## src/rtl/mf3_pkg.sv

```systemverilog
// ----------------------------------------------------------------------------
// mf3_pkg
// Shared widths, types and reset values of the median-of-three glitch filter.
// ----------------------------------------------------------------------------
package mf3_pkg;

  localparam int SAMPLE_W = 32;
  localparam int THRESH_W = 24;
  localparam int DIFF_W   = SAMPLE_W + 1;

  localparam logic [THRESH_W-1:0] THRESH_RESET = THRESH_W'(1000);

  // Two ring cells hold the older stored samples; the incoming request is the third.
  localparam logic [1:0] FILL_PRIME = 2'd2;

  typedef logic signed [SAMPLE_W-1:0] sample_t;

  typedef struct packed {
    sample_t filtered;
    logic    rejected;
  } result_t;

endpackage

```

## src/rtl/mf3_cell.sv

```systemverilog
// ----------------------------------------------------------------------------
// mf3_cell
// One ring cell: holds a stored sample and hands it to the next cell on shift.
// ----------------------------------------------------------------------------
module mf3_cell
  import mf3_pkg::*;
(
  input  logic    clk,
  input  logic    shift_en,
  input  sample_t din,
  output sample_t q
);

  sample_t q_r;

  always_ff @(posedge clk) begin
    if (shift_en) begin
      q_r <= din;
    end
  end

  assign q = q_r;

endmodule

```

## src/rtl/mf3_median.sv

```systemverilog
// ----------------------------------------------------------------------------
// mf3_median
// Signed median of three samples, three compares and a select.
// ----------------------------------------------------------------------------
module mf3_median
  import mf3_pkg::*;
(
  input  sample_t a,
  input  sample_t b,
  input  sample_t c,
  output sample_t med
);

  logic a_gt_b;
  logic a_gt_c;
  logic b_gt_c;

  assign a_gt_b = (a > b);
  assign a_gt_c = (a > c);
  assign b_gt_c = (b > c);

  always_comb begin
    if (a_gt_b) begin
      if (b_gt_c) med = b;
      else        med = a_gt_c ? c : a;
    end else begin
      if (a_gt_c) med = a;
      else        med = b_gt_c ? c : b;
    end
  end

endmodule

```

## src/rtl/glitch_rejecting_median3_filter.sv

```systemverilog
// ----------------------------------------------------------------------------
// glitch_rejecting_median3_filter
// Median-of-three pressure filter that drops samples jumping too far.
// ----------------------------------------------------------------------------
// Usage:
//   in_*  : one signed 32-bit pressure sample per request (in_tdata).
//   out_* : one result per input request; out_tdata is the filtered sample,
//           out_tuser flags a sample dropped as a glitch.
//   cfg_* : cfg_wr_en writes cfg_wr_data into the 24-bit glitch threshold.
//           Write only while the filter is idle.
// Timing:
//   The spike compare and three-input median are combinational between
//   the ring cells and the output or skid register. Throughput is one
//   sample per cycle while in_tready is high.
// Reset (rst_n low, synchronous): threshold returns to 1000, the ring is
//   marked empty and the output side is cleared. The first two samples are
//   passed through, the third primes the median.
// Backpressure: when out_tready is low, one more result is parked in a skid
//   register; in_tready drops only when that register is occupied.
// ----------------------------------------------------------------------------
module glitch_rejecting_median3_filter
  import mf3_pkg::*;
(
  input  logic                clk,
  input  logic                rst_n,
  input  logic                in_tvalid,
  output logic                in_tready,
  input  logic [SAMPLE_W-1:0] in_tdata,    // [31:0] pressure_sample
  output logic                out_tvalid,
  input  logic                out_tready,
  output logic [SAMPLE_W-1:0] out_tdata,   // [31:0] filtered_pressure
  output logic [0:0]          out_tuser,   // [0] sample_rejected
  input  logic                cfg_wr_en,
  input  logic [THRESH_W-1:0] cfg_wr_data
);

  logic [THRESH_W-1:0] thresh_r;
  logic [1:0]          fill_r, fill_nxt;
  logic                primed_r, primed_nxt;
  result_t             out_r, skid_r;
  logic                out_valid_r, out_valid_nxt;
  logic                skid_valid_r, skid_valid_nxt;

  sample_t             sample, c0, c1, med;
  logic                in_acc, primed_now, near_last, store, shift_en;
  logic signed [DIFF_W-1:0] diff;
  logic [DIFF_W-1:0]   mag;
  result_t             res;

  assign sample = sample_t'(in_tdata);
  assign in_tready = ~skid_valid_r;
  assign in_acc = in_tvalid & in_tready;

  // ring cells, newest first
  mf3_cell u_cell0 (.clk(clk), .shift_en(shift_en), .din(sample), .q(c0));
  mf3_cell u_cell1 (.clk(clk), .shift_en(shift_en), .din(c0),     .q(c1));

  mf3_median u_median (.a(sample), .b(c0), .c(c1), .med(med));

  assign diff = DIFF_W'(c0) - DIFF_W'(sample);
  assign mag = diff[DIFF_W-1] ? DIFF_W'(-diff) : DIFF_W'(diff);
  assign near_last = (mag < {{(DIFF_W-THRESH_W){1'b0}}, thresh_r});

  assign primed_now = primed_r | (fill_r == FILL_PRIME);
  assign store = ~primed_now | near_last;
  assign shift_en = in_acc & store;

  always_comb begin
    res.rejected = 1'b0;
    if (!primed_now) begin
      res.filtered = sample;
    end else if (near_last) begin
      res.filtered = med;
    end else begin
      res.filtered = c0;
      res.rejected = 1'b1;
    end
  end

  always_comb begin
    fill_nxt = fill_r;
    primed_nxt = primed_r;
    if (in_acc && !primed_r) begin
      if (fill_r == FILL_PRIME) primed_nxt = 1'b1;
      else                      fill_nxt = fill_r + 2'd1;
    end
  end

  always_comb begin
    out_valid_nxt = out_valid_r;
    skid_valid_nxt = skid_valid_r;
    if (out_tready || !out_valid_r) begin
      if (skid_valid_r) begin
        out_valid_nxt = 1'b1;
        skid_valid_nxt = 1'b0;
      end else begin
        out_valid_nxt = in_acc;
      end
    end else if (in_acc) begin
      skid_valid_nxt = 1'b1;
    end
  end

  always_ff @(posedge clk) begin
    if (!rst_n) begin
      thresh_r <= THRESH_RESET;
      fill_r <= 2'd0;
      primed_r <= 1'b0;
      out_valid_r <= 1'b0;
      skid_valid_r <= 1'b0;
    end else begin
      if (cfg_wr_en) begin
        thresh_r <= cfg_wr_data;
      end
      fill_r <= fill_nxt;
      primed_r <= primed_nxt;
      out_valid_r <= out_valid_nxt;
      skid_valid_r <= skid_valid_nxt;
    end
  end

  always_ff @(posedge clk) begin
    if (out_tready || !out_valid_r) begin
      if (skid_valid_r) out_r <= skid_r;
      else if (in_acc)  out_r <= res;
    end else if (in_acc) begin
      skid_r <= res;
    end
  end

  assign out_tvalid = out_valid_r;
  assign out_tdata = out_r.filtered;
  assign out_tuser = out_r.rejected;

endmodule

```

## config.mk

```make
export PLATFORM = sky130hd
export DESIGN_NAME = glitch_rejecting_median3_filter
export DESIGN_NICKNAME = d
export VERILOG_FILES = /design/src/rtl/mf3_pkg.sv /design/src/rtl/mf3_cell.sv /design/src/rtl/mf3_median.sv /design/src/rtl/glitch_rejecting_median3_filter.sv
export SDC_FILE = /design/constraint.sdc
export NUM_CORES = 1
export LEC_CHECK = 0
export BUFFER_PORTS_ARGS = -buffer_cell sky130_fd_sc_hd__buf_2
export CAP_MARGIN = 25
export CORE_UTILIZATION = 50
export CTS_BUF_LIST = sky130_fd_sc_hd__clkbuf_16
export DETAILED_ROUTE_END_ITERATION = 6
export PLACE_DENSITY = 0.71
export RECOVER_POWER = 100
export SLEW_MARGIN = 5
export SYNTH_ARGS = -nofsm -noshare
export SYNTH_HDL_FRONTEND = slang
export SYNTH_SLANG_ARGS = --single-unit
```

## constraint.sdc

```tcl
create_clock -name clk -period 6.95 [get_ports clk]
set_clock_uncertainty 0.1 [all_clocks]
set_input_delay 0.3475 -clock clk [delete_from_list [all_inputs] [get_ports clk]]
set_output_delay 0.3475 -clock clk [all_outputs]
set_load 0.005 [all_outputs]
```

-- After elaboration in Yosys (flattened, before gate mapping)
Index checks and enable logic that the tools add are counted.
- flip-flop bits (word level): 159
- logic and storage cells: 51
- add/sub/neg operators: 3
- $lt $le $gt $ge: 4
- eq/ne operators: 1
- muxes and demuxes: 13
- bitwise logic cells: 9
- reductions and logical operators: 10
- operators with widths (kind ; number):
    32-bit two-way mux ; 7
    33-bit two-way mux ; 3
    32-bit greater-than comparator ; 3
    33-bit by 24-bit less-than comparator with 1-bit output ; 1
    33-bit negation ; 1
    32-bit by 32-bit subtractor with 33-bit output ; 1
    2-bit AND reduction ; 4
    1-bit inverter ; 5
    1-bit two-way mux ; 3
    2-bit by 1-bit adder with 2-bit output (second input constant) ; 1
    1-bit AND ; 2
    2-bit == test (second input constant) ; 1
    1-bit zero test ; 2
    1-bit bitwise OR ; 2
    2-bit nonzero test ; 1
    2-bit OR reduction ; 1
    1-bit logical AND ; 1
    1-bit logical OR ; 1

-- Depth between registers and ports, before layout
- depth after elaboration: 8
- gate-level depth with buffers: 27

-- Hierarchy
Synthesis repeated with hierarchy kept, for this count alone.
- cell total of the unflattened synthesis: 1505
- area total of the unflattened synthesis: 13551.7 sq um
- modules (own cells, without submodules) (module ; times used ; cells an instance ; area each (sq um)):
    glitch_rejecting_median3_filter ; 1 ; 1042 ; 8546.9
    mf3_median ; 1 ; 399 ; 3083.0
    mf3_cell ; 2 ; 32 ; 960.9

-- Least setup slack after synthesis
No wires, ideal clock.
- kind: reg-to-reg
- from: register u_cell0.q_r[0] (netlist: u_cell0.q[0])
- to: register u_cell0.q_r[0] (netlist: u_cell0.q[0]) (enable)
- arrival time: 6.180 ns
- setup slack: 0.270 ns
- stages on the path, launching flop included: 26
- cells stage by stage: edfxtp_1 > inv_1 > ha_1 > fa_1 > nor2b_4 > o311a_2 > o21ai_1 > o31ai_1 > a211o_1 > o31a_1 > clkbuf_1 > buf_1 > nor2_1 > xnor2_1 > ha_1 > a21o_1 > a21o_1 > a211oi_1 > o21ai_0 > a2111oi_0 > o21bai_1 > a211oi_1 > nand4_1 > buf_2 > nor2_1 > o21ba_2
- cells in the longest elaborated chain, start to end: 6
- ends and longest elaborated chain (element ; line ; RTL):
    start, declared ; mf3_cell.sv:14 ; sample_t q_r;
    start signal, assigned ; mf3_cell.sv:18 ; q_r <= din;
    32-bit by 32-bit subtractor with 33-bit output (*) ; glitch_rejecting_median3_filter.sv:60 ; assign diff = DIFF_W'(c0) - DIFF_W'(sample);
    33-bit negation ; glitch_rejecting_median3_filter.sv:61 ; assign mag = diff[DIFF_W-1] ? DIFF_W'(-diff) : DIFF_W'(diff);
    33-bit two-way mux (*) ; glitch_rejecting_median3_filter.sv:61 ;
    33-bit by 24-bit less-than comparator with 1-bit output (*) ; glitch_rejecting_median3_filter.sv:62 ; assign near_last = (mag < {{(DIFF_W-THRESH_W){1'b0}}, thresh_r});
    1-bit bitwise OR (*) ; glitch_rejecting_median3_filter.sv:65 ; assign store = ~primed_now | near_last;
    1-bit AND (*) ; glitch_rejecting_median3_filter.sv:66 ; assign shift_en = in_acc & store;
    via shift_en ; glitch_rejecting_median3_filter.sv:45 ; logic in_acc, primed_now, near_last, store, shift_en;
Mark *: on every way through the listed nets, which the timed path passes. The rest lies on a longest branch.
A chain may end at the register's enable or synchronous reset.

==> impl_metrics.json <==
{
  "status": "finished, violations left",
  "violations": "max-capacitance violations, max-slew violations",
  "synth_xor_xnor_area_share_pct": 2.97,
  "synth_top_area_share_pct": 31.5,
  "end_kind": "register",
  "numCtsBuffers": 17,
  "yosysTopAreaCell": "edfxtp_1",
  "ioPinCount": 96,
  "vias_per_cell": 6.15,
  "power.density_nw_per_um2": 266,
  "htreeDepth": 4,
  "place_congestion": 0.978,
  "seq_area_frac_synth_pct": 36.1,
  "synth_compound_area_share_pct": 26.2,
  "grt_pass1_wl_mm": 55.4,
  "yosys-mux-area-fraction_pct": 1.69,
  "clockBufferDepth": 2,
  "layout-drive-gt1-share_pct": 11.7,
  "clock_latency_ps": 450,
  "crit_start": "u_cell0.q[0]$_DFFE_PP_",
  "synth_most_common_cell": "edfxtp_1",
  "grt_use_total_pct": 27.6,
  "drt_iter0_markers": 943,
  "hp-class": "input pin to register",
  "hpwl_mm": 25.5,
  "cts.sinks": 159,
  "ant_nets": 0,
  "synth_cells": 1311,
  "fp.dieArea_um2": 25400,
  "layout.nets": 1568,
  "synth-async-reset-ratio_pct": 0,
  "critPathMaxFanout": 32,
  "wl_per_cell_um": 20.3,
  "drtPass1Iterations": 7,
  "core_area_um2": 24300,
  "cap_violations": 5,
  "synth-seq-cells": 159,
  "syn-num-nets": 1494,
  "ir_worst_vdd_uv": 246,
  "synthFlopType": "edfxtp_1",
  "initial_core_util_pct": 51.0,
  "ys_warn_count": 0,
  "p_leak_uw": 0.00553,
  "synthToLayoutAreaGrowth_pct": 10.3,
  "synth_area_um2": 12400,
  "drc": 0,
  "synthAdderAreaFrac_pct": 12.4,
  "synth_edf_count": 130,
  "finalNonFillerCells": 1722,
  "period_share_pct": 93.1,
  "crit_required_ps": 7000,
  "port_buffers": 95,
  "cts_tree": "done",
  "wl_mm": 35.0,
  "grt.overflow.total": 0,
  "hold_viol_final": 0,
  "fin_crit_ps": 6470,
  "slew_headroom_pct": -118,
  "syn_area_per_cell_um2": 9.46,
  "grt_max_degree": 69,
  "worstReg2RegStart": "u_cell0.q[0]$_DFFE_PP_",
  "startpoint_type": "register",
  "synthSimpleGateAreaFrac_pct": 14.8,
  "fillers": 2228,
  "vias": 10600,
  "clk_pin_slew_ps": 70,
  "die_w_um": 160,
  "slew_viol_final": 201,
  "place_inst": 1688,
  "num_rows": 57,
  "synth_area_leaders": "edfxtp_1 (31%), ha_1 (12%), dfxtp_1 (4.7%), o31ai_1 (4.2%), nand2_1 (3.7%)",
  "tightest_slew_ps": 3260,
  "hold_path_startpoint": "cfg_wr_data[7]",
  "die_y_um": 160,
  "fmax_ghz": 0.155,
  "setup_viol": 0,
  "cts_root_buffer": "clkbuf_16",
  "crit_type": "register to register",
  "synth_top_family_by_area": "compound AO/OA/AOI/OAI gates",
  "synth.distinct_cells": 81,
  "rsz0062_at_grt": "no",
  "grt_pass1_vias": 10200,
  "finalSetupTns_ps": 0,
  "antenna-diode-count": 0,
  "antenna_found_initial": 0,
  "crit_arrival_ps": 6530,
  "ys_top_cells_by_count": "edfxtp_1 (130), nand2_1 (123), ha_1 (121), inv_1 (103), o31ai_1 (69)"
}
==> critical path, stage by stage, from the launching register on <==
cell and delay [ps]:
edfxtp_1 420, inv_1 120, ha_1 210, fa_1 220, nor2b_1 90, o311a_2 400
o21ai_1 280, o31ai_1 130, clkbuf_1 130, a211o_1 310, o31ai_1 210, buf_4 210
o31ai_1 100, xnor2_1 150, ha_1 300, a21o_1 180, a21o_1 160, a21oi_1 150
nor3_1 60, a211oi_1 200, o21ai_0 140, a2111oi_1 420, o21bai_1 130, a211oi_1 330
nand4_1 190, buf_4 320, nor3_1 380, o31ai_1 130
==> registers in the layout, summed over array words and instances, names as in the netlist <==
register	count
out_tuser	1
u_cell1.q	32
primed_r	1
thresh_r	24
skid_r	33
u_cell0.q	32
out_tdata	32
out_tvalid	1
skid_valid_r	1
fill_r	2
==> logic make-up after synthesis <==
family,count (synthesis)
mux,21
buf+inv,168
fa+ha+maj,122
xor+xnor,42
compound gates,435
flops,159
simple gates,364
==> final cells by class <==
| type | count | area, um^2 | share of cell area [%] |
|---|---|---|---|
| clock buffers | 17 | 425 | 3.11 |
| inverters | 103 | 387 | 2.83 |
| well taps | 324 | 405 | 2.96 |
| repair buffers | 120 | 617 | 4.51 |
| clock inverters | 15 | 141 | 1.03 |
| multi-input cells | 984 | 7220 | 52.8 |
| flip-flops and latches | 159 | 4480 | 32.8 |
==> stage by stage <==
stage / area [um^2] / power (uW) / hold WS [ps] / setup slack (ps) / utilization, %
2_1_floorplan: 12400 / 2270 / 346 / 270 / -
3_3_place_gp: 13200 / 2660 / 359 / 523 / 54.1
3_5_place_dp: 13200 / 2680 / 380 / 401 / 54.1
4_1_cts: 13700 / 3630 / 23.6 / 446 / 56.5
5_1_grt: 13700 / 3830 / 44.5 / 24.7 / 56.2
6_report: 13700 / 3640 / 34.9 / 478 / 56.2
==> final timing paths <==
check                              to  slack [ps]  depth (start not counted)
max reg2reg      skid_r[17]$_DFFE_PP_         480                         27
min reg2reg  thresh_r[9]$_SDFFE_PN1P_         390                          2
max              skid_r[17]$_DFFE_PP_         480                         27
min          thresh_r[7]$_SDFFE_PN1P_          30                          3
==> report_power, final <==
part           internal, uW  switching, uW  leakage, uW  total [uW]
combinational           551            924      0.00377        1470
sequential             1160           54.7      0.00148        1220
clock                   477            468     0.000281         946
==> routing by layer <==
layer | wire (um) | track usage (%)
met3 | 2260 | 4.51
met2 | 16000 | 45.0
met5 | 0 | 0
met1 | 16000 | 37.6
met4 | 682 | 7.82
==> cell usage in the layout (no fill, tap or decap), drive strengths merged, types with 20 or more instances in the layout <==
cell type    n
o31ai       69
a21oi       94
dfxtp       29
nor2        56
mux2i       21
xnor2       27
nor3        48
clkbuf      67
nand4       28
a21o        39
inv        113
edfxtp     130
o31a        38
nand2      123
nand3       20
ha         121
o22a        32
buf         70
nor2b       25
o21ai       42
==> repair_timing <==
action,CTS,global route
endpoints found under the setup margin,0,117
hold buffers,0,0
gates resized for setup,0,6
setup buffers,0,2
Power figures use the tool's default switching activity.
